[src/hdl/e2r_pkg.sv]
// Shared types, constants and arithmetic helpers for the Euler angle to rotation matrix block.
`default_nettype none
package e2r_pkg;

  typedef logic signed [31:0] q28_t;
  typedef logic signed [33:0] sum_t;

  localparam int HALF_TURN    = 180 * 128;
  localparam int FULL_TURN    = 2 * HALF_TURN;
  localparam int QUARTER_TURN = HALF_TURN / 2;
  localparam int WORK_FRAC    = 28;
  localparam int ATAN_ENTRIES = 24;
  localparam q28_t CORDIC_GAIN = 32'sd163008218;

  typedef struct packed {
    q28_t s;
    q28_t c;
  } sincos_t;

  function automatic q28_t atan_q23(input logic [4:0] idx);
    q28_t v;
    case (idx)
      5'd0:  v = 32'sd377487360;
      5'd1:  v = 32'sd222843801;
      5'd2:  v = 32'sd117744544;
      5'd3:  v = 32'sd59768969;
      5'd4:  v = 32'sd30000467;
      5'd5:  v = 32'sd15014858;
      5'd6:  v = 32'sd7509261;
      5'd7:  v = 32'sd3754860;
      5'd8:  v = 32'sd1877459;
      5'd9:  v = 32'sd938733;
      5'd10: v = 32'sd469367;
      5'd11: v = 32'sd234683;
      5'd12: v = 32'sd117342;
      5'd13: v = 32'sd58671;
      5'd14: v = 32'sd29335;
      5'd15: v = 32'sd14668;
      5'd16: v = 32'sd7334;
      5'd17: v = 32'sd3667;
      5'd18: v = 32'sd1833;
      5'd19: v = 32'sd917;
      5'd20: v = 32'sd458;
      5'd21: v = 32'sd229;
      5'd22: v = 32'sd115;
      5'd23: v = 32'sd57;
      default: v = 32'sd0;
    endcase
    return v;
  endfunction

  // Q28 product rounded half up.
  function automatic q28_t qmul(input q28_t a, input q28_t b);
    logic signed [63:0] p;
    p = 64'(a) * 64'(b) + (64'sd1 <<< (WORK_FRAC - 1));
    return p[WORK_FRAC+31:WORK_FRAC];
  endfunction

endpackage
`default_nettype wire

[src/hdl/e2r_cordic.sv]
// Pipelined rotation-mode CORDIC, one register stage per iteration.
`default_nettype none
module e2r_cordic #(
  parameter int STEPS = 16
) (
  input  wire logic          clk,
  input  wire logic          en,
  input  wire e2r_pkg::q28_t z_in,
  input  wire logic          neg_cos_in,
  output e2r_pkg::sincos_t   sc
);

  e2r_pkg::q28_t x_r [STEPS];
  e2r_pkg::q28_t y_r [STEPS];
  e2r_pkg::q28_t z_r [STEPS];
  logic          neg_r [STEPS];

  for (genvar i = 0; i < STEPS; i++) begin : g_step
    e2r_pkg::q28_t xs, ys, zs, dx, dy, ang;
    logic          ns;
    if (i == 0) begin : g_first
      assign xs = e2r_pkg::CORDIC_GAIN;
      assign ys = '0;
      assign zs = z_in;
      assign ns = neg_cos_in;
    end else begin : g_next
      assign xs = x_r[i-1];
      assign ys = y_r[i-1];
      assign zs = z_r[i-1];
      assign ns = neg_r[i-1];
    end
    assign dx  = ys >>> i;
    assign dy  = xs >>> i;
    assign ang = e2r_pkg::atan_q23(5'(i));
    always_ff @(posedge clk) begin
      if (en) begin
        if (!zs[31]) begin
          x_r[i] <= xs - dx;
          y_r[i] <= ys + dy;
          z_r[i] <= zs - ang;
        end else begin
          x_r[i] <= xs + dx;
          y_r[i] <= ys - dy;
          z_r[i] <= zs + ang;
        end
        neg_r[i] <= ns;
      end
    end
  end

  assign sc.s = y_r[STEPS-1];
  assign sc.c = neg_r[STEPS-1] ? -x_r[STEPS-1] : x_r[STEPS-1];

endmodule
`default_nettype wire

[config.mk]
export PLATFORM = sky130hd
export DESIGN_NAME = e2r_cordic
export DESIGN_NICKNAME = d
export VERILOG_FILES = /design/src/hdl/e2r_pkg.sv /design/src/hdl/e2r_cordic.sv
export SDC_FILE = /design/constraint.sdc
export NUM_CORES = 2
export LEC_CHECK = 0
export BUFFER_PORTS_ARGS = -buffer_cell sky130_fd_sc_hd__buf_2
export CAP_MARGIN = 40
export CORE_AREA = 4 4 632 634
export CTS_CLUSTER_DIAMETER = 100
export DETAILED_ROUTE_END_ITERATION = 7
export DIE_AREA = 0 0 636 638
export PLACE_DENSITY = 0.44
export REMOVE_ABC_BUFFERS = 1
export SLEW_MARGIN = 25
export SYNTH_ARGS = -nofsm -noshare
export SYNTH_HDL_FRONTEND = slang
export SYNTH_SLANG_ARGS = --single-unit
export TNS_END_PERCENT = 30
[constraint.sdc]
create_clock -name clk -period 5 [get_ports clk]
set_clock_uncertainty 0.15 [all_clocks]
set_input_delay 0 -clock clk [delete_from_list [all_inputs] [get_ports clk]]
set_output_delay 0 -clock clk [all_outputs]
set_load 0.01 [all_outputs]
==> metrics.md <==
| Metric | Value |
|---|---|
| GRT Overall Usage | 16.2% |
| Die height | 638 um |
| Yosys warnings | 0 |
| Post-detail-place hpwl | 274000 um |
| Core Area | 0.394 sq mm |
| Gr ovfl total | 0 |
| Critical path fanouts, max | 3 |
| RSZ-0062 raised after global routing | yes |
| Synth area leaders | edfxtp_1 36%, ha_1 15%, xnor2_1 8.8%, a21oi_1 5.2%, xor2_1 4.2% |
| Critical Path Start Type | flip-flop |
| Worst EP required | 5.50 ns |
| Max frequency | 0.206 GHz |
| Fraction of layout cells with a size suffix above 1 | 11.4% |
| CTS tree | yes |
| Final Cycle Share | 97.1% |
| Post-Synthesis Cell Area | 0.118 sq mm |
| Worst-skew pair later-pin latency | 0.91 ns |
| Synth area leader | edfxtp_1 |
| Vias per cell | 4.92 |
| First-pass GRT wire length | 529000 um |
| Port buffer count | 98 |
| Syn Area/Cell | 9.72 sq um |
| Remaining DRCs | 0 |
| Ports | 99 |
| Setup-failing EPs final | 0 |
| Slew Viols, Final | 0 |
| Crit path largest cell delay | 0.54 ns |
| Mapped Cells | 12100 |
| Top-area cell type share of the netlist area | 35.7% |
| Critical path endpoint category | flip-flop |
| Via count | 91000 |
| Final hold violation count | 0 |
| Final WL | 335000 um |
| Worst-Margin Slew | 0.987 ns |
| Flops & latches, synth | 1401 |
| Drt initial violations | 4441 |
| Starting Density | 29.9% |
| Largest net degree at the start of global routing | 166 |
| Chip Width | 636 um |
| CTS Buffer Depth | 4 |
| Post-synth EDFFs | 1401 |
| Initial antenna violation count | 2 |
| Cell Rows | 231 |
| Min-Delay Path Class | in -> reg |
| Sequential area share after synthesis | 35.7% |
| Slew headroom | 34.2% |
| Kind of critical path | reg -> reg |
| Num Clock Sinks | 1401 |
| Count of cell types in the netlist | 97 |
| Slowest CP cell | or4_4 |
| Clk slew on worst S/H paths | 0.06 ns |
| Synth async-reset ratio | 0% |
| Area of the die | 0.406 sq mm |
| Status | finished, final reports clean |
| Main synth FF type | edfxtp_1 |
| Worst hold slack | 0.153 ns |
| Fin nets | 14600 |
| Max Cap Violations | 0 |
| Vias in the first global route | 91800 |
| Area growth, synth to finish | 17.6% |
| ANT nets after route | 0 |
| H-tree depth | 4 |
| GPL Wtd Cong | 0.868 |
| Cells along the critical path | or4_4, or3_4, or4_4, or3_4, or2_4, o41ai_4, xnor2_2, ha_1, a21o_1, a21oi_2, o21ai_2, nand2_1, o311ai_2, a41oi_2, o21ai_2, a31o_2, a21oi_2, xnor2_1 |
| WL/cell | 18.1 um |
| Crit path DAT | 5.36 ns |
| Num CTS Buffers | 191 |
| Tmin final | 4.86 ns |
| Root buffer cell | clkbuf_16 |
| Pre-antenna DRT Iters | 8 |
## kinds of logic after synthesis
logic type               count (synthesis)  share of synthesized area (%)
AO/OA/AOI/OAI                         3720                           20.1
adder cells (fa/ha/maj)               1457                           15.7
XOR/XNOR                              1759                           13.1
multiplexers                            92                          0.822
flip-flops                            1401                           35.7
buffers and inverters                  654                           2.09
AND/OR/NAND/NOR                       3042                           12.5
## metal layers
layer / vias to the layer above / wire, um / track usage [%]
li1: 47200 / - / -
met1: 42300 / 146000 / 19.6
met2: 1021 / 170000 / 30.0
met3: 442 / 7960 / 1.51
met4: 0 / 10900 / 4.89
met5: - / 0 / 0
## final timing paths
kind / to / cells past startpoint / start / slack, ns
max: x_r[0][254]$_DFFE_PP_ / 18 / y_r[0][204]$_DFFE_PP_ / 0.14
min: x_r[0][193]$_DFFE_PP_ / 3 / en / 0.15
max reg2reg: x_r[0][254]$_DFFE_PP_ / 18 / y_r[0][204]$_DFFE_PP_ / 0.14
min reg2reg: z_r[0][64]$_DFFE_PP_ / 0 / z_r[0][32]$_DFFE_PP_ / 0.25
## what timing repair did
item	4_1_cts	5_1_grt
gates resized for setup	22	169
setup buffers	3	14
hold endpoints to repair	449	0
setup endpoints to repair	15	86
hold buffers	72	0
pin swaps	10	52
gates cloned	0	0
## Yosys cell counts, types with 24 or more instances
cell type,instances
ha_1,1413
edfxtp_1,1401
a21oi_1,1234
xnor2_1,1190
nor2_1,930
nand2_1,681
o21ai_0,650
a21o_1,587
xor2_1,567
inv_1,457
nor3_1,281
o21a_1,204
nand2b_1,195
nand3_1,195
clkbuf_1,164
o21bai_1,163
nor2b_1,157
o31ai_1,137
a31oi_1,122
a211oi_1,121
nand4_1,106
and3_1,92
or3_1,91
nor4_1,74
o211ai_1,56
mux2i_1,54
o41ai_1,52
or2_2,52
and2_1,49
fa_1,44
mux2_2,38
o31a_1,34
a21boi_0,28
a211o_1,27
or4_1,27
o2111ai_1,26
buf_1,24
## through the flow
stage	worst slack [ns]	instance area [sq um]	instances	util, %	setup TNS, ns
CTS	-0.0357	138000	18500	34.9	-0.0622
floorplan	-0.495	117000	11900	-	-9.92
global route	-0.0697	139000	18500	35.2	-0.372
finish	0.145	139000	18500	35.2	0
global placement	-0.538	130000	18100	33.0	-2.02
detailed placement	-0.439	130000	18100	33.1	-1.61
## sequential cells by signal (all words and copies together) (netlist names)
name,flops
neg_r,16
z_r,449
y_r,480
x_r,456
## worst max-delay path, delay by kind of cell (launching register included)
kind,cells,cell delay [ns]
DFF,1,0.38
AOI/OAI and AO/OA,9,1.61
adders and majority gates,1,0.26
xor gates and xnor gates,2,0.23
and+or+nand+nor,6,2.02
## cell type report
cell class	instances	area [sq um]
flip-flops and latches	1401	42100
well taps	5242	6560
clock buffers	216	4940
fillers	40200	256000
clock inverters	137	1580
multi-input cells	10100	74200
inverters	464	1740
repair buffers	972	7540
diodes	1	2.50
## placed cells by master (no fill, tap or decap), types with 129 or more instances in the layout
| cell type | n |
|---|---|
| ha_1 | 1409 |
| edfxtp_1 | 1401 |
| a21oi_1 | 1214 |
| xnor2_1 | 1183 |
| nor2_1 | 923 |
| buf_4 | 777 |
| nand2_1 | 667 |
| o21ai_0 | 630 |
| a21o_1 | 587 |
| xor2_1 | 567 |
| inv_1 | 452 |
| nor3_1 | 263 |
| o21a_1 | 204 |
| nand3_1 | 195 |
| nand2b_1 | 194 |
| clkbuf_16 | 194 |
| o21bai_1 | 163 |
| nor2b_1 | 154 |
| o31ai_1 | 129 |
Power is not shown: default switching activity piles up to over one toggle a cycle in this logic, so the estimate is an artifact.
