File: config.mk
export PLATFORM = sky130hd
export DESIGN_NAME = e2r_fold
export DESIGN_NICKNAME = d
export VERILOG_FILES = /design/src/hdl/e2r_pkg.sv /design/src/hdl/e2r_fold.sv
export SDC_FILE = /design/constraint.sdc
export NUM_CORES = 1
export LEC_CHECK = 0
export ABC_AREA = 1
export ABC_CLOCK_PERIOD_IN_PS = 5500
export BUFFER_PORTS_ARGS = -buffer_cell sky130_fd_sc_hd__buf_2
export CAP_MARGIN = 40
export CORE_ASPECT_RATIO = 2
export CORE_MARGIN = 4
export CORE_UTILIZATION = 35
export DETAILED_ROUTE_END_ITERATION = 12
export PLACE_DENSITY = 0.68
export SYNTH_ARGS = -nofsm -noshare
export SYNTH_HDL_FRONTEND = slang
export SYNTH_SLANG_ARGS = --single-unit
File: constraint.sdc
create_clock -name clk -period 5.5 [get_ports clk]
set_clock_uncertainty 0.2 [all_clocks]
set_input_delay 1.1 -clock clk [delete_from_list [all_inputs] [get_ports clk]]
set_output_delay 1.1 -clock clk [all_outputs]
set_load 0.02 [all_outputs]
File: src/hdl/e2r_pkg.sv
// Shared types, constants and arithmetic helpers for the Euler angle to rotation matrix block.
`default_nettype none
package e2r_pkg;

  typedef logic signed [31:0] q28_t;
  typedef logic signed [33:0] sum_t;

  localparam int HALF_TURN    = 180 * 128;
  localparam int FULL_TURN    = 2 * HALF_TURN;
  localparam int QUARTER_TURN = HALF_TURN / 2;
  localparam int WORK_FRAC    = 28;
  localparam int ATAN_ENTRIES = 24;
  localparam q28_t CORDIC_GAIN = 32'sd163008218;

  typedef struct packed {
    q28_t s;
    q28_t c;
  } sincos_t;

  function automatic q28_t atan_q23(input logic [4:0] idx);
    q28_t v;
    case (idx)
      5'd0:  v = 32'sd377487360;
      5'd1:  v = 32'sd222843801;
      5'd2:  v = 32'sd117744544;
      5'd3:  v = 32'sd59768969;
      5'd4:  v = 32'sd30000467;
      5'd5:  v = 32'sd15014858;
      5'd6:  v = 32'sd7509261;
      5'd7:  v = 32'sd3754860;
      5'd8:  v = 32'sd1877459;
      5'd9:  v = 32'sd938733;
      5'd10: v = 32'sd469367;
      5'd11: v = 32'sd234683;
      5'd12: v = 32'sd117342;
      5'd13: v = 32'sd58671;
      5'd14: v = 32'sd29335;
      5'd15: v = 32'sd14668;
      5'd16: v = 32'sd7334;
      5'd17: v = 32'sd3667;
      5'd18: v = 32'sd1833;
      5'd19: v = 32'sd917;
      5'd20: v = 32'sd458;
      5'd21: v = 32'sd229;
      5'd22: v = 32'sd115;
      5'd23: v = 32'sd57;
      default: v = 32'sd0;
    endcase
    return v;
  endfunction

  // Q28 product rounded half up.
  function automatic q28_t qmul(input q28_t a, input q28_t b);
    logic signed [63:0] p;
    p = 64'(a) * 64'(b) + (64'sd1 <<< (WORK_FRAC - 1));
    return p[WORK_FRAC+31:WORK_FRAC];
  endfunction

endpackage
`default_nettype wire

File: src/hdl/e2r_fold.sv
// Angle reduction stage: wraps to one turn and folds into a quarter turn each way.
`default_nettype none
module e2r_fold (
  input  wire logic               clk,
  input  wire logic               en,
  input  wire logic signed [15:0] angle,
  output e2r_pkg::q28_t           z_r,
  output logic                    neg_cos_r
);

  logic signed [16:0] a_wrap;
  logic signed [16:0] a_fold;
  logic               neg_nxt;
  e2r_pkg::q28_t      z_nxt;

  always_comb begin
    a_wrap = 17'(angle);
    if (a_wrap > 17'(e2r_pkg::HALF_TURN)) begin
      a_wrap = a_wrap - 17'(e2r_pkg::FULL_TURN);
    end else if (a_wrap <= -17'(e2r_pkg::HALF_TURN)) begin
      a_wrap = a_wrap + 17'(e2r_pkg::FULL_TURN);
    end
    a_fold  = a_wrap;
    neg_nxt = 1'b0;
    if (a_wrap > 17'(e2r_pkg::QUARTER_TURN)) begin
      a_fold  = 17'(e2r_pkg::HALF_TURN) - a_wrap;
      neg_nxt = 1'b1;
    end else if (a_wrap < -17'(e2r_pkg::QUARTER_TURN)) begin
      a_fold  = -17'(e2r_pkg::HALF_TURN) - a_wrap;
      neg_nxt = 1'b1;
    end
    z_nxt = 32'(a_fold) <<< 16;
  end

  always_ff @(posedge clk) begin
    if (en) begin
      z_r       <= z_nxt;
      neg_cos_r <= neg_nxt;
    end
  end

endmodule
`default_nettype wire

==> metrics.md, run 1 <==
| Metric | Value |
|---|---|
| Min cycle time layout | 3.46 ns |
| Setup TNS | 0 ns |
| Post-CTS Setup Inserts | 0 |
| Vias in the first global route | about 1600 |
| Max-slew violations | 0 |
| Most instantiated cells after synthesis | nand2_1 (104), nand3_1 (26), buf_4 (19) |
| Cts hold-fix bufs | 0 |
| Total CTS buffers | 3 |
| Clock buffer depth | 2 |
| GRT Util Overall | 12.1% |
| Flop and latch count out of synthesis | 17 |
| Type of origin of the critical path | input port |
| Worst-path cell chain | buf_2 > inv_1 > ha_1 > nand2_1 > nand2_1 > nand2_1 > a21oi_2 > nand2_4 > a21oi_4 > inv_2 > nor2_2 > nand2_2 > nand2_2 > nand2_1 > nand2_1 > o21ai_1 |
| Final hold vios | 0 |
| Placed Cells | ~360 |
| Yosys warning count | 0 |
| Mapped cell area | between 1500 and 2000 sq um |
| Status | finished, final reports clean |
| # rows | 37 |
| First-pass GRT wire length | about 6500 um |
| Wire length per cell | 10.6 um |
| Post-route ant nets | 0 |
| Die area | approximately 6700 sq um |
| Peak fanout along the critical path | 15 |
| Share of layout cells above drive strength 1 | around a quarter |
| Largest net degree at the start of global routing | 18 |
| Synthesized instance count | 280 |
| RSZ-0062 raised after global routing | false |
| Chip Width | roughly 60 um |
| CTS clock-pin slew for the worst setup and hold paths | around 0.06 ns |
| Synth async-reset ratio | 0% |
| DR top layer | met4 |
| Peak supply drop | between 100 and 150 uV |
| Area Overhead vs Synth | 8.56% |
| Mapped Avg Cell Area | between 6 and 7 sq um |
| Drt pass-1 iters | 4 |
| DR vias/cell | roughly 4.6 |
| Worst hold endpoint | z_r[16] |
| CTS resizes | 0 |
| CTS tree | built |
| CP Capture Type | flop |
| Slowest CP cell | a21oi_4 |
| # diodes | 0 |
| DRC | 0 |
| Via count | between 1500 and 2000 |
| Port buffer count | 34 |
| Synth top area cells | edfxtp_1 (27%), nand2_1 (21%), buf_4 (7.5%) |
| M1 WL | 1250 um |
| Fin nets | around 330 |
| CP peak stage delay | between 0.3 and 0.4 ns |
| Final Non-Filler Cells | approximately 370 |
| Number of distinct library cells after synthesis | 28 |
| Worst Setup Path Type | in -> reg |
| Most numerous cell in the Yosys netlist | nand2_1 |
| Synth top area share | between 20 and 30% |
| Worst Hold Path Cells | 1 |
| Max Cap Viol | 0 |
| Arr. time, crit path | approximately 3.3 ns |
| Static Leak | between 1 and 1.5 nW |
| Sequential share of the synthesized area | 26.9% |
| IO Count | 51 |
| Detail Placement HPWL | 3460 um |
| DR iter-0 viols | 30 |
| H-tree depth | 1 |
| Hold Crit Start | angle[0] |
| Height of the die | 112 um |
| Grt ovf | 0 |
| Core ar. | around 5200 sq um |
| Tightest Hold Check Type | in -> reg |
| DR WL met3 | roughly 170 um |
| Drt total wl | approximately 3900 um |
| Worst path most repeated cell | nand2_1 |
| Tcrit/Tclk final | between 60% and 70% |
| Top FF cell, synth | edfxtp_1 |
| GPL Wtd Cong | ~0.88 |
| Synth area leader | edfxtp_1 |
| Number of synthesized flops with an enable pin | 17 |
| Req. time, crit path | between 5 and 6 ns |
| Clk root buf | clkbuf_8 |
| Final setup fails | 0 |
| WL met2 | between 2000 and 2500 um |
| Achievable Freq | between 200 and 300 MHz |
| Initial antenna violation count | 0 |
| PD cells | ~220 nW/um^2 |
| Clk sink count | 17 |
| Initial Utilization | a little over a third |
## worst max path at each step
stage          startpoint      end  cells past startpoint
2_1_floorplan    angle[0]  z_r[18]                     18
3_3_place_gp    angle[11]  z_r[17]                     15
3_5_place_dp    angle[11]  z_r[17]                     15
4_1_cts         angle[11]  z_r[17]                     15
5_1_grt         angle[10]  z_r[17]                     16
6_report        angle[10]  z_r[17]                     16
## cells in the final DEF, fill, tap and decap left out, types with 4 or more instances in the layout
cell type,netlist,layout
nor2_4,4,4
xnor2_1,6,6
inv_2,10,10
o21ai_0,5,5
nand2_1,104,104
buf_2,1,34
edfxtp_1,17,17
ha_1,5,5
xor2_1,8,8
nand2_4,5,5
a21oi_1,7,7
nand2_2,9,9
nand3_1,26,26
inv_1,18,18
nor2_1,16,16
conb_1,1,16
## registers in the layout, indices dropped and copies added, names as in the netlist
| signal | cells |
|---|---|
| neg_cos_r | 1 |
| z_r | 16 |
## power by group
group	internal [mW]	switching, mW	leakage, nW
Combinational	0.0616	0.137	0.876
Clock	0.0511	0.0344	0.0228
Sequential	0.169	0.00352	0.166
Total	0.282	0.175	1.06
## routing by layer
layer,vias up,GRT usage (%)
met5,-,0
li1,905,-
met3,12,0.230
met1,736,10.5
met4,0,6.36
met2,50,24.9
## kinds of logic (layout without fill, tap and decap cells)
| logic type | after synthesis | count (layout) | synth area share (%) |
|---|---|---|---|
| AOI/OAI and AO/OA | 18 | 18 | 5.93 |
| adders and majority gates | 5 | 5 | 3.29 |
| buffers and inverters | 52 | 67 | 15.4 |
| xor gates and xnor gates | 14 | 14 | 6.46 |
| other | 1 | 16 | 0.197 |
| and+or+nand+nor | 173 | 173 | 41.8 |
| DFF | 17 | 17 | 26.9 |
## metrics by stage
step | hold slack (ns) | total power, mW | area [sq um] | setup slack, ns | util (%)
2_1_floorplan | 0.999 | 0.340 | 1960 | 2.42 | -
3_3_place_gp | 1.15 | 0.374 | 2020 | 1.86 | 38.9
3_5_place_dp | 1.15 | 0.375 | 2020 | 1.79 | 38.9
4_1_cts | 0.899 | 0.462 | 2060 | 2.05 | 39.8
5_1_grt | 0.899 | 0.492 | 2060 | 1.76 | 39.8
6_report | 0.903 | 0.457 | 2060 | 2.04 | 39.8
## worst max-delay path, delay by kind of cell
kind | cells | cell delay [ns]
adder cells (fa/ha/maj) | 1 | 0.15
buffers and inverters | 3 | 0.38
AO/OA/AOI/OAI | 3 | 0.62
AND/OR/NAND/NOR | 9 | 1.00
## layout make-up
| class | instances | area (sq um) |
|---|---|---|
| multi-input cells | 226 | 1150 |
| well taps | 58 | 72.6 |
| flip-flops and latches | 17 | 510 |
| inverters | 29 | 111 |
| repair buffers | 34 | 170 |
| clock buffers | 4 | 45.0 |
| fillers | 571 | 3120 |
(Power assumes the default switching activity.)
==> run 2, diff against run 1 <==
- ABC_AREA: 1 -> 0
- ABC_CLOCK_PERIOD_IN_PS: 5500 -> 3300
- PLACE_DENSITY: 0.68 -> 0.69
- clock period: 5.5 -> 3.3 ns (I/O delays scaled with it)
==> metrics.md, run 2 <==
| Metric | Value |
|---|---|
| Initial Utilization | between 30% and 40% |
| DR iter-0 viols | 54 |
| Clk sink count | 17 |
| First-pass GRT wire length | 6960 um |
| Min cycle time layout | 3.19 ns |
| Synth top area cells | edfxtp_1 (31%), buf_4 (7.9%), xnor2_1 (6.5%) |
| Flop and latch count out of synthesis | 17 |
| Most frequent cells in the layout | buf_4 (42), buf_2 (32), edfxtp_1 (17), conb_1 (16), xnor2_1 (11) |
| WP buf/inv | 3 |
| Tightest Hold Check Type | in -> reg |
| Static Leak | approximately 0.9 nW |
| DRC | 0 |
| Largest net degree at the start of global routing | 18 |
| H-tree depth | 1 |
| Max-slew violations | 0 |
| Worst hold slack | 0.530 ns |
| Detail Placement HPWL | ~3400 um |
| Peak fanout along the critical path | 5 |
| Tcrit/Tclk final | ~97% |
| Post-route ant nets | 0 |
| Vias in the first global route | around 1600 |
| PD cells | ~350 nW/um^2 |
| Share of layout cells above drive strength 1 | 42.9% |
| DR vias/cell | between 5 and 6 |
| Status | finished, final reports clean |
| Clk pwr share | 19.2% |
| Biggest regs | z_r (16), neg_cos_r (1) |
| Die area | roughly 5900 sq um |
| Synth async-reset ratio | 0% |
| IO Count | between 50 and 60 |
| Worst-path cell chain | buf_6 > inv_12 > ha_4 > or4b_4 > or3_4 > and4b_4 > a211o_1 > buf_4 > nand2_1 > o211ai_1 > o22a_1 > xnor2_1 |
| Most instantiated cells after synthesis | buf_4 (17), edfxtp_1 (17), xnor2_1 (12) |
| Type of origin of the critical path | input port |
| Drt pass-1 iters | 4 |
| GPL Wtd Cong | 0.895 |
| Top FF cell, synth | edfxtp_1 |
| Synthesized instance count | between 150 and 200 |
| Port buffer count | 34 |
| Grt ovf | 0 |
| Via count | 1572 |
| # rows | 34 |
| Number of synthesized flops with an enable pin | 17 |
| Sw frac | roughly a third |
| Final setup fails | 0 |
| Wire length per cell | ~14 um |
| Clock buffer depth | 2 |
| Initial antenna violation count | 0 |
| Max Cap Viol | 0 |
| Combinational power share | roughly 44% |
| Mapped Avg Cell Area | 9.50 sq um |
| Synth top area share | approximately a third |
| GRT Util Overall | 14.9% |
| # diodes | 0 |
| Max FFs per register | 16 |
| Core ar. | about 4400 sq um |
| Area Overhead vs Synth | 36.1% |
| Total CTS buffers | 3 |
| RSZ-0062 raised after global routing | false |
| Critical path's top delay family | simple AND/OR/NAND/NOR gates |
| CP Capture Type | flop |
| Pint | just over 0.5 mW |
| Sequential share of the synthesized area | roughly a third |
| Arr. time, crit path | 2.99 ns |
| Seq pwr share | between 30% and 40% |
| Worst hold endpoint | z_r[16] |
| Worst Hold Path Cells | 2 |
| CTS tree | built |
| Achievable Freq | between 300 and 400 MHz |
| CTS clock-pin slew for the worst setup and hold paths | ~0.06 ns |
| Height of the die | around 100 um |
| Chip Width | between 50 and 60 um |
| Slowest CP cell | or4b_4 |
| Power Total | 0.775 mW |
| Sw power | 0.262 mW |
| Top reg by flops | z_r |
| Final hold vios | 0 |
| Worst Setup Path Type | in -> reg |
| Number of distinct library cells after synthesis | 57 |
| Hold Crit Start | angle[0] |
| Clk root buf | clkbuf_8 |
| Synth area leader | edfxtp_1 |
| Drt total wl | 4240 um |
| Peak supply drop | around 270 uV |
| Cts hold-fix bufs | 0 |
| Req. time, crit path | ~3.1 ns |
| Mapped cell area | between 1500 and 2000 sq um |
| CP peak stage delay | 0.46 ns |
| Fin nets | 271 |
| Most common cell after layout, fill and taps aside | buf_4 |
| Yosys warning count | 0 |
## run 2: cell families (layout without fill, tap and decap cells)
group,Yosys count,count (layout),synth area share [%]
adder cells (fa/ha/maj),5,5,3.85
AO/OA/AOI/OAI,47,48,22.2
flip-flops,17,17,31.4
other,1,16,0.231
buffers and inverters,26,86,11.8
XOR/XNOR,12,12,6.47
multiplexers,2,2,1.39
AND/OR/NAND/NOR,61,61,22.6
## run 2: power groups by stage
stage / Clock [mW] / Combinational (mW) / Sequential [mW]
CTS: 0.152 / 0.339 / 0.286
global placement: 0 / 0.324 / 0.289
finish: 0.149 / 0.342 / 0.285
floorplan: 0 / 0.175 / 0.333
global route: 0.159 / 0.369 / 0.289
detailed placement: 0 / 0.327 / 0.290
## run 2: per-stage QoR
| step | TNS (ns) | instances | setup slack (ns) | cell area [sq um] | utilization, % |
|---|---|---|---|---|---|
| 2_1_floorplan | -0.0580 | 186 | -0.0189 | 1720 | - |
| 3_3_place_gp | -4.38 | 295 | -0.333 | 2100 | 47.4 |
| 3_5_place_dp | -4.68 | 295 | -0.360 | 2100 | 47.4 |
| 4_1_cts | 0 | 301 | 0.0223 | 2190 | 49.5 |
| 5_1_grt | 0 | 301 | 0.00732 | 2210 | 50.0 |
| 6_report | 0 | 301 | 0.106 | 2210 | 50.0 |
## run 2: repair_timing
item,in CTS,in global routing
setup endpoints to repair,12,15
pin swaps,4,3
cloned,1,0
setup buffers,1,0
gates resized for setup,5,7
## run 2: area by class of cell
type                       instances  area [sq um]
tap                               54          67.6
multi-input combinational        144          1050
fill                             441          2210
timing repair buffer              76           498
inverter                           6          37.5
sequential                        17           510
clock buffer                       4          45.0
## run 2: how the worst max path moves through the flow
stage                     startpoint  endpoint  depth (start not counted)
after global routing        angle[1]   z_r[22]                         11
after global placement      angle[1]   z_r[28]                         12
final                       angle[1]   z_r[27]                         12
after detailed placement    angle[1]   z_r[28]                         12
after CTS                   angle[1]   z_r[22]                         11
after floorplan             angle[1]   z_r[19]                         10
## run 2: layer usage
| metal | vias up | track usage (%) | part of all wire (%) |
|---|---|---|---|
| met4 | 0 | 11.0 | 5.2 |
| met2 | 67 | 28.7 | 55 |
| li1 | 774 | - | - |
| met3 | 18 | 1.24 | 6.2 |
| met1 | 713 | 13.6 | 33 |
| met5 | - | 0 | 0 |
==> run 3, diff against run 2 <==
- BUFFER_PORTS_ARGS: -buffer_cell sky130_fd_sc_hd__buf_2 -> default
- CORE_UTILIZATION: 35 -> 55
- DONT_BUFFER_PORTS: default -> 1
- PLACE_DENSITY: 0.69 -> 0.81
- REMOVE_ABC_BUFFERS: default -> 1
==> metrics.md, run 3 (synthesis results as in run 2) <==
| Metric | Value |
|---|---|
| Tcrit/Tclk final | just under 100% |
| Setup TNS | 0 ns |
| Achievable Freq | ~310 MHz |
| Final setup fails | 0 |
| Cts hold-fix bufs | 0 |
| Max-slew violations | 0 |
| Initial antenna violation count | 0 |
| Worst-path cell chain | inv_6 > ha_4 > or4b_4 > or3_4 > a211oi_2 > buf_4 > nand3_4 > and3b_2 > o211ai_4 > o211ai_1 > xnor2_1 |
| CP Capture Type | flop |
| Chip Width | roughly 46 um |
| DR iter-0 viols | 57 |
| First-pass GRT wire length | between 6000 and 7000 um |
| DR vias/cell | 6.64 |
| Status | finished, final reports clean |
| Via count | ~1500 |
| Detail Placement HPWL | roughly 3500 um |
| Max FFs per register | 16 |
| Type of origin of the critical path | input port |
| # diodes | 0 |
| H-tree depth | 1 |
| Drt total wl | around 4600 um |
| Height of the die | ~85 um |
| CP peak stage delay | approximately 0.46 ns |
| Arr. time, crit path | 3.05 ns |
| Port buffer count | 0 |
| Most common cell after layout, fill and taps aside | buf_4 |
| PD cells | roughly 390 nW/um^2 |
| Share of layout cells above drive strength 1 | between 20% and 30% |
| Max Cap Viol | 0 |
| Core ar. | between 2000 and 3000 sq um |
| Final hold vios | 0 |
| Post-route ant nets | 0 |
| Fin nets | around 220 |
| Static Leak | around 0.72 nW |
| Top reg by flops | z_r |
| Min cycle time layout | between 3 and 4 ns |
| Clk sink count | 17 |
| Largest net degree at the start of global routing | 18 |
| GPL Wtd Cong | 0.979 |
| Drt pass-1 iters | 4 |
| Biggest regs | z_r (16), neg_cos_r (1) |
| Initial Utilization | 58.0% |
| # rows | 27 |
| Peak fanout along the critical path | 5 |
| Final Non-Filler Cells | ~230 |
| DRC | 0 |
| Req. time, crit path | slightly above 3 ns |
| Die area | 3940 sq um |
| Post-Route Utilization | around two thirds |
| Clock buffer depth | 2 |
| Area Overhead vs Synth | 15.9% |
| Wire length per cell | approximately 20 um |
| Total CTS buffers | 3 |
| Placed Cells | about 220 |
| Slowest CP cell | or4b_4 |
| Vias in the first global route | between 1500 and 2000 |
| Clk root buf | clkbuf_8 |
| Tightest Hold Check Type | in -> reg |
| GRT Util Overall | 22.8% |
| CTS clock-pin slew for the worst setup and hold paths | approximately 0.070 ns |
| Most frequent cells in the layout | buf_4 (29), edfxtp_1 (17), conb_1 (16), xnor2_1 (11) |
| Grt ovf | 0 |
| IO Count | ~50 |
| Peak supply drop | roughly 200 uV |
| CTS tree | built |
| Worst Setup Path Type | in -> reg |
[run 3: cell count changes in the layout (fill, tap and decap cells not counted), sizes merged]
cell,change
buf,-47
[run 3: worst max-delay path, delay by kind of cell]
| kind | cells | cell delay (ns) |
|---|---|---|
| compound gates | 3 | 0.65 |
| xor+xnor | 1 | 0.16 |
| fa+ha+maj | 1 | 0.13 |
| buf+inv | 2 | 0.21 |
| simple gates | 4 | 1.23 |
[run 3: final timing paths]
check	start	end	slack (ns)	cells past startpoint
setup / recovery	angle[1]	z_r[22]	0.06	11
hold / removal	angle[0]	z_r[16]	0.29	0
[run 3: final cells by class]
type	instances	area (sq um)
Multi-Input combinational cell	144	1040
Fill cell	215	920
Sequential cell	17	510
Timing Repair Buffer	29	218
Clock buffer	4	45.0
Tap cell	29	36.3
Inverter	6	30.0
[run 3: what timing repair did]
action	CTS	global route
setup buffers	0	1
endpoints found under the setup margin	0	15
gates resized for setup	0	14
[run 3: layer usage]
layer / routed length, um / part of all wire [%] / vias to the layer above / track usage [%]
met5: 0 / 0 / - / 0
met4: 221 / 4.8 / 0 / 16.1
met3: 377 / 8.2 / 20 / 4.46
met2: 2490 / 54 / 97 / 39.9
met1: 1480 / 32 / 726 / 21.5
li1: - / - / 678 / -
[run 3: through the flow]
step | power, mW | cell area [sq um] | hold WS (ns) | setup slack [ns]
after floorplan | 0.481 | 1510 | 0.559 | -0.148
after global placement | 0.542 | 1760 | 0.559 | -0.134
after detailed placement | 0.553 | 1760 | 0.559 | -0.234
after CTS | 0.706 | 1800 | 0.295 | 0.0239
after global routing | 0.752 | 1880 | 0.291 | -0.0498
final | 0.729 | 1880 | 0.291 | 0.0643
[run 3: where the power goes]
part	leakage [nW]	total [mW]	switching (mW)	internal, mW
clock	0.0228	0.162	0.0757	0.0859
combinational	0.529	0.235	0.125	0.109
sequential	0.166	0.333	0.0502	0.282
